## src/rtl/osag_pkg.sv

```systemverilog
// osag_pkg: shared constants, codes and types of the octet set address generator.
// No dependencies; compiled first.
package osag_pkg;

  localparam int LIST_DEPTH      = 256;
  localparam int NUM_LISTS       = 4;
  localparam int OCTET_W         = 8;
  localparam int POS_W           = 2;
  localparam int OP_W            = 2;
  localparam int STATUS_W        = 2;
  localparam int ADDR_W          = 32;
  localparam int COUNT_W         = 9;
  localparam int VAL_ADDR_W      = POS_W + OCTET_W;
  localparam int QUEUE_DEPTH_DEF = 2;

  typedef enum logic [OP_W-1:0] {
    OP_CLEAR = 2'd0,
    OP_ADD   = 2'd1,
    OP_NEXT  = 2'd2,
    OP_CHECK = 2'd3
  } op_e;

  typedef enum logic [STATUS_W-1:0] {
    ST_OK   = 2'd0,
    ST_DUP  = 2'd1,
    ST_DONE = 2'd2
  } status_e;

  typedef enum logic [2:0] {
    K_CLEAR     = 3'd0,
    K_ADD       = 3'd1,
    K_ADD_EMPTY = 3'd2,
    K_NEXT      = 3'd3,
    K_CHECK     = 3'd4
  } cmd_kind_e;

  typedef struct packed {
    cmd_kind_e          kind;
    logic [POS_W-1:0]   pos;
    logic [OCTET_W-1:0] lo;
    logic [OCTET_W-1:0] hi;
    logic [ADDR_W-1:0]  query;
  } cmd_t;

  typedef enum logic [6:0] {
    S_IDLE = 7'b0000001,
    S_CLR  = 7'b0000010,
    S_ADD  = 7'b0000100,
    S_NXT  = 7'b0001000,
    S_NRD  = 7'b0010000,
    S_CHK  = 7'b0100000,
    S_RESP = 7'b1000000
  } state_e;

endpackage

```

## src/rtl/osag_fifo.sv

```systemverilog
// osag_fifo: short command queue between the front and the back.
// Depends on osag_pkg.
module osag_fifo import osag_pkg::*; #(
  parameter int DEPTH = QUEUE_DEPTH_DEF
) (
  input  logic clk_i,
  input  logic rst_ni,
  input  logic push_i,
  input  cmd_t data_i,
  output logic full_o,
  input  logic pop_i,
  output logic empty_o,
  output cmd_t data_o
);

  localparam int PtrW = (DEPTH > 1) ? $clog2(DEPTH) : 1;
  localparam int CntW = $clog2(DEPTH + 1);

  cmd_t            mem_q [DEPTH];
  logic [PtrW-1:0] wr_q, wr_d, rd_q, rd_d;
  logic [CntW-1:0] fill_q, fill_d;

  assign full_o  = (fill_q == CntW'(DEPTH));
  assign empty_o = (fill_q == '0);
  assign data_o  = mem_q[rd_q];

  always_comb begin
    wr_d   = wr_q;
    rd_d   = rd_q;
    fill_d = fill_q;
    if (push_i) begin
      wr_d = (wr_q == PtrW'(DEPTH - 1)) ? '0 : wr_q + 1'b1;
    end
    if (pop_i) begin
      rd_d = (rd_q == PtrW'(DEPTH - 1)) ? '0 : rd_q + 1'b1;
    end
    case ({push_i, pop_i})
      2'b10:   fill_d = fill_q + 1'b1;
      2'b01:   fill_d = fill_q - 1'b1;
      default: fill_d = fill_q;
    endcase
  end

  always_ff @(posedge clk_i or negedge rst_ni) begin
    if (!rst_ni) begin
      wr_q   <= '0;
      rd_q   <= '0;
      fill_q <= '0;
    end else begin
      wr_q   <= wr_d;
      rd_q   <= rd_d;
      fill_q <= fill_d;
    end
  end

  always_ff @(posedge clk_i) begin
    if (push_i) begin
      mem_q[wr_q] <= data_i;
    end
  end

endmodule

```

## config.mk

```make
export PLATFORM = sky130hd
export DESIGN_NAME = osag_fifo
export DESIGN_NICKNAME = d
export VERILOG_FILES = /design/src/rtl/osag_pkg.sv /design/src/rtl/osag_fifo.sv
export SDC_FILE = /design/constraint.sdc
export NUM_CORES = 1
export LEC_CHECK = 0
export ABC_CLOCK_PERIOD_IN_PS = 5400
export BUFFER_PORTS_ARGS = -buffer_cell sky130_fd_sc_hd__buf_2
export CAP_MARGIN = 20
export CORE_ASPECT_RATIO = 0.5
export CORE_MARGIN = 3
export CORE_UTILIZATION = 50
export CTS_CLUSTER_SIZE = 24
export DETAILED_ROUTE_END_ITERATION = 10
export HOLD_SLACK_MARGIN = 0.12
export PLACE_DENSITY = 0.76
export SLEW_MARGIN = 20
export SYNTH_ARGS = -nofsm -noshare
export SYNTH_HDL_FRONTEND = slang
export SYNTH_SLANG_ARGS = --single-unit
```

## constraint.sdc

```tcl
create_clock -name clk_i -period 5.4 [get_ports clk_i]
set_clock_uncertainty 0.15 [all_clocks]
set_input_delay 0.54 -clock clk_i [delete_from_list [all_inputs] [get_ports clk_i]]
set_output_delay 0.54 -clock clk_i [all_outputs]
set_load 0.01 [all_outputs]
```

==> results.yml, run 1 <==
outcome:
  status: "completed"
critical_path:
  crit_type: "reg2out"
  crit_family: "flip-flops"
  reg2reg_to: "mem_q[1][50]"
  crit_path_end_kind: "output pin"
  path_cells: "mux2_2, buf_2"
  r2r_setup_slack_ns: 3.71
  r2r-start: "wr_q"
  arrival_ns: 1.99
  startpoint_type: "flop"
  critPathBufInv: 1
  critPathSlowestCell: "dfrtp_4"
  r2r_cells: 2
  cp_data_required_time_ns: 4.71
  crit_fanout: 54
  critPathMaxStageDelay_ns: 1.08
yosys:
  async_flop_share_pct: 3.64
  synthFlopType: "edfxtp_1"
  ys_top_cells_by_count: "edfxtp_1, mux2_4, buf_12, dfrtp_1, mux2_2"
  synth_nets: 239
  yosysMostFrequentCell: "edfxtp_1"
  synth_area_sq_um: 4260
  synth_edf_count: 106
  syn_area_per_cell_sq_um: 23.5
  synth_top_area_share_pct: 74.7
  yosys-top-cells-area: "edfxtp_1, mux2_4, buf_12"
  ys_types: 13
  ys_seq_elements: 110
  synth_warnings: 0
  ys_seq_area_share_pct: 77.1
  synth_largest_area_cell: "edfxtp_1"
  synthCells: 181
detailed_routing:
  wl_um: 6920
  vias: 1998
  dr.pass1.iters: 4
  drt_drc_violations_left: 0
  drtIter0Drc: 101
  ant_nets: 0
  wl_per_cell_um: 16.6
  routed_via_density: 4.79
sta:
  setup-tns-final_ns: 0
  report.final.slew_viol_count: 0
  worst_slew_pin_slew_ns: 0.983
  grt_setup_unrepaired: "false"
  min_period_ns: 2.68
  period_share_pct: 49.7
  maxSlewHeadroom_pct: 34.5
  setup_violations: 0
  hold_viol_final: 0
  max_freq_mhz: 373
global_route:
  grt_max_degree: 55
  grt_pass1_wl_um: 11000
  antenna_found_initial: 0
  overflow: 0
  grt_usage_pct: 15.0
  grt_pass1_vias: 2221
die:
  rows: 23
  die_area_sq_um: 9730
  fp.dieW_um: 137
  core_area_sq_um: 8140
  start_util_pct: 52.3
  io_pins: 112
  die_y_um: 71.3
finish:
  nets: 358
  multiInputGateArea_sq_um: 870
  diodes: 0
  fillers: 589
  area_growth_pct: 21.9
  stdcell_area_sq_um: 5190
  post-route-util_pct: 63.8
  regArea_sq_um: 3290
  drive_gt1_share_pct: 60.3
placement:
  hpwl_um: 4590
  dpl_cell_area_sq_um: 4870
  gp_congestion: 0.707
  port_buffers: 111
flow_run:
  drv_cap: 0
cts:
  cts-htree-levels: 3
  clockRootBuffer: "clkbuf_16"
  clk_pin_slew_ns: 0.07
  cts_sinks: 110
  post_cts_resize_count: 0
  numCtsBuffers: 9
  cts_tree: "built"
  cts_buffer_depth: 2
  worstSkewPairLatency_ns: 0.34
power_and_ir_drop:
  peakVddDrop_mv: 0.386
  power_density_nw_per_um2: 520
  leakagePower_nw: 2.11
  totalPowerFinal_mw: 2.70
hold_path:
  hp-class: "in2reg"
  hold_end: "mem_q[1][42]"
  min_path_cells: 1
  hold_start: "data_i[42]"
logic make-up (layout without fill, tap and decap cells):
kind of cell | count (synthesis) | count (layout) | share of synthesized area (%)
muxes | 53 | 53 | 18.3
adders and majority gates | 1 | 1 | 0.294
and+or+nand+nor | 5 | 5 | 0.558
DFF | 110 | 110 | 77.1
buffers and inverters | 7 | 131 | 2.70
xor gates and xnor gates | 5 | 5 | 1.03
per-stage QoR:
step / hold WS, ns / worst slack [ns] / cells
after floorplan: 0.0944 / 1.96 / 181
after global placement: 0.196 / 3.09 / 400
after detailed placement: 0.204 / 3.06 / 400
after CTS: 0.221 / 2.69 / 417
after global routing: 0.216 / 2.62 / 417
final: 0.238 / 2.72 / 417
how the worst max path moves through the flow:
stage,start,endpoint,slack (ns),depth (start not counted)
2_1_floorplan,push_i,mem_q[0][0],1.96,2
3_3_place_gp,rd_q,data_o[35],3.09,2
3_5_place_dp,rd_q,data_o[41],3.06,2
4_1_cts,rd_q,data_o[41],2.69,2
5_1_grt,rd_q,data_o[35],2.62,2
6_report,rd_q,data_o[41],2.72,2
cell type report:
class / instances / share of cell area (%)
clock buffers: 13 / 5.20
clock inverters: 3 / 0.819
inverters: 1 / 0.0723
multi-input cells: 64 / 16.7
flip-flops and latches: 110 / 63.3
well taps: 112 / 2.70
repair buffers: 114 / 11.2
worst register-to-register path, cell delays in order (launching register included):
cell,delay (ns)
dfrtp_1,0.42
and2_2,0.16
buf_4,0.57
power by group:
part	switching (mW)	internal [mW]
sequential	0.156	1.14
clock	0.269	0.397
combinational	0.305	0.436
layout by cell type, fill, tap and decap left out, types with 2 or more instances in the layout:
master	n
buf_2	111
edfxtp_1	106
mux2_4	49
clkbuf_16	9
mux2_2	4
xor2_1	3
clkbuf_8	3
dfrtp_1	3
nor2_1	2
xnor2_1	2
buf_4	2
per-layer routing:
metal  track usage [%]  routed length [um]  vias up  part of all wire, %
met5                 0                   0        -                    0
met4              4.13                  46        0                 0.67
met3              5.54                 319        4                  4.6
met2              27.5                3860       46                   56
met1              16.6                2690     1004                   39
li1                  -                   -      944                    -
sequential cells by signal, summed over array words and instances (netlist names):
| name | flops |
|---|---|
| mem_q | 106 |
| fill_q | 2 |
| rd_q | 1 |
| wr_q | 1 |
timing repair:
| action | in CTS | in global routing |
|---|---|---|
| endpoints found under the hold margin | 4 | 0 |
| hold buffers | 1 | 0 |
| buffers inserted | 0 | 0 |
Note: power is estimated with default switching activity, not from simulation.
==> inputs of run 2 (changes only) <==
- ABC_AREA: default -> 1
- ABC_CLOCK_PERIOD_IN_PS: 5400 -> 2500
- clock period: 5.4 -> 2.5 ns (I/O delays scaled with it)
==> results.yml, run 2 <==
outcome:
  status: "completed"
power_and_ir_drop:
  pwr-share-comb_pct: 29.5
  seqPwrFrac_pct: 44.1
  pwr-share-clk_pct: 26.4
  peakVddDrop_mv: 0.623
  totalPowerFinal_mw: 5.94
  switchingPower_mw: 1.82
  sw_frac_of_total_pct: 30.6
  power.internal_mw: 4.12
  leakagePower_nw: 2.48
  power_density_nw_per_um2: 1030
yosys:
  synthCells: 301
  ys_seq_area_share_pct: 78.6
  ys_types: 17
  yosysMostFrequentCell: "edfxtp_1"
  synth_largest_area_cell: "edfxtp_1"
  async_flop_share_pct: 3.64
  synth_warnings: 0
  synth_nets: 359
  synth_top_area_share_pct: 76.2
  yosys-top-cells-area: "edfxtp_1, inv_1, nand2_1"
  synthFlopType: "edfxtp_1"
  syn_area_per_cell_sq_um: 13.9
  synth_area_sq_um: 4180
  ys_seq_elements: 110
  ys_top_cells_by_count: "edfxtp_1, inv_1, nand2_1, o21ai_1, o21ai_0"
  synth_edf_count: 106
sta:
  hold_viol_final: 0
  setup-tns-final_ns: 0
  max_freq_mhz: 493
  setup_violations: 0
  period_share_pct: 81.2
  grt_setup_unrepaired: "false"
  report.final.slew_viol_count: 0
  maxSlewHeadroom_pct: 65.5
  worst_slew_pin_slew_ns: 0.517
  min_period_ns: 2.03
finish:
  layout_common_cells: "buf_2, edfxtp_1, inv_1, nand2_1, dlygate4sd3_1"
  nets: 531
  max_flop_register: "mem_q"
  largest_reg_flops: 106
  multiInputGateArea_sq_um: 582
  drive_gt1_share_pct: 29.9
  diodes: 0
  final_common_cell: "buf_2"
  largestRegisters: "mem_q x106, fill_q x2"
  regArea_sq_um: 3290
  area_growth_pct: 38.0
  fillers: 505
cts:
  cts_sinks: 110
  post_cts_resize_count: 0
  postCtsSetupRepairBufs: 0
  cts_tree: "built"
  cts_buffer_depth: 2
  worstSkewPairLatency_ns: 0.33
  numCtsBuffers: 9
  clockRootBuffer: "clkbuf_16"
  cts-htree-levels: 3
  clk_pin_slew_ns: 0.07
  cts_hold_buf: 57
critical_path:
  crit_type: "reg2out"
  crit_fanout: 52
  reg2reg_to: "mem_q[1][8]"
  crit_path_end_kind: "output pin"
  r2r_setup_slack_ns: 0.84
  r2r-start: "wr_q"
  startpoint_type: "flop"
  r2r_cells: 3
  cp_data_required_time_ns: 2.10
  arrival_ns: 1.63
die:
  fp.dieW_um: 135
  core_area_sq_um: 7710
  die_y_um: 70.6
  start_util_pct: 54.2
  rows: 22
  io_pins: 112
  die_area_sq_um: 9550
detailed_routing:
  routed_via_density: 4.56
  wl_per_cell_um: 13.6
  wl_um: 7950
  vias: 2670
  dr.pass1.iters: 4
  drtIter0Drc: 140
  drt_drc_violations_left: 0
  ant_nets: 0
hold_path:
  hp-class: "reg2reg"
  hold_start: "fill_q[1]"
  min_path_cells: 2
  hold_end: "fill_q[1]"
placement:
  gp_congestion: 0.748
  hpwl_um: 4780
  port_buffers: 111
global_route:
  antenna_found_initial: 0
  overflow: 0
  grt_pass1_vias: 2708
  grt_usage_pct: 17.4
  grt_pass1_wl_um: 12700
  grt_max_degree: 53
flow_run:
  drv_cap: 0
[run 2: changes by cell type in the layout (fill, tap and decap cells not counted), sizes merged, moves of 2 or more]
cell / delta
buf: +3
bufinv: +2
clkbuf: -4
clkinv: +2
dlygate4sd3: +56
inv: +58
mux2: -53
nand2: +58
o21ai: +53
[run 2: metrics by stage]
| step | instance area [sq um] | cells | utilization (%) | setup WS, ns | hold slack, ns |
|---|---|---|---|---|---|
| 6_report | 5760 | 586 | 74.8 | 0.471 | 0.350 |
| 5_1_grt | 5760 | 586 | 74.8 | 0.341 | 0.363 |
| 4_1_cts | 5760 | 586 | 74.8 | 0.478 | 0.351 |
| 3_5_place_dp | 4860 | 513 | 63.0 | 0.817 | -0.0875 |
| 3_3_place_gp | 4860 | 513 | 63.0 | 0.855 | -0.0853 |
| 2_1_floorplan | 4180 | 301 | - | 0.132 | -0.196 |
[run 2: worst max path at each step]
| stage | start | endpoint | slack (ns) | depth (start not counted) |
|---|---|---|---|---|
| 2_1_floorplan | wr_q | mem_q[0][0] | 0.13 | 1 |
| 3_3_place_gp | wr_q | mem_q[1][50] | 0.85 | 3 |
| 3_5_place_dp | wr_q | mem_q[1][39] | 0.82 | 3 |
| 4_1_cts | rd_q | data_o[52] | 0.48 | 3 |
| 5_1_grt | rd_q | data_o[13] | 0.34 | 4 |
| 6_report | rd_q | data_o[52] | 0.47 | 3 |
[run 2: power by group through the flow]
stage	Combinational, mW	Clock (mW)	Sequential, mW
floorplan	1.13	0	2.58
global placement	1.67	0	2.64
detailed placement	1.70	0	2.66
CTS	1.77	1.59	2.62
global route	1.95	1.67	2.66
finish	1.75	1.57	2.62
[run 2: layout make-up]
cell class	instances	area share [%]
inverters	59	3.84
well taps	108	2.34
flip-flops and latches	110	57.0
clock inverters	7	1.95
repair buffers	173	20.8
clock buffers	9	3.91
multi-input cells	120	10.1
[run 2: per-layer routing]
layer / share of wire (%) / global-route usage, % / vias up
met5: 0 / 0 / -
met4: 1.1 / 5.36 / 0
met3: 4.7 / 5.47 / 8
met2: 55 / 32.6 / 68
met1: 39 / 19.2 / 1238
li1: - / - / 1356
[run 2: logic make-up (layout without fill, tap and decap cells)]
logic type / Yosys count / in the layout / synth area share [%]
flip-flops: 110 / 110 / 78.6
adder cells (fa/ha/maj): 1 / 1 / 0.300
AND/OR/NAND/NOR: 63 / 63 / 5.75
AO/OA/AOI/OAI: 53 / 53 / 7.07
XOR/XNOR: 3 / 3 / 0.629
buffers and inverters: 71 / 248 / 7.64
[run 2: worst max-delay path, cell delays in order (launching register included)]
cell and delay, ns:
dfrtp_4 0.62, buf_12 0.23, o21ai_0 0.25, buf_2 0.18
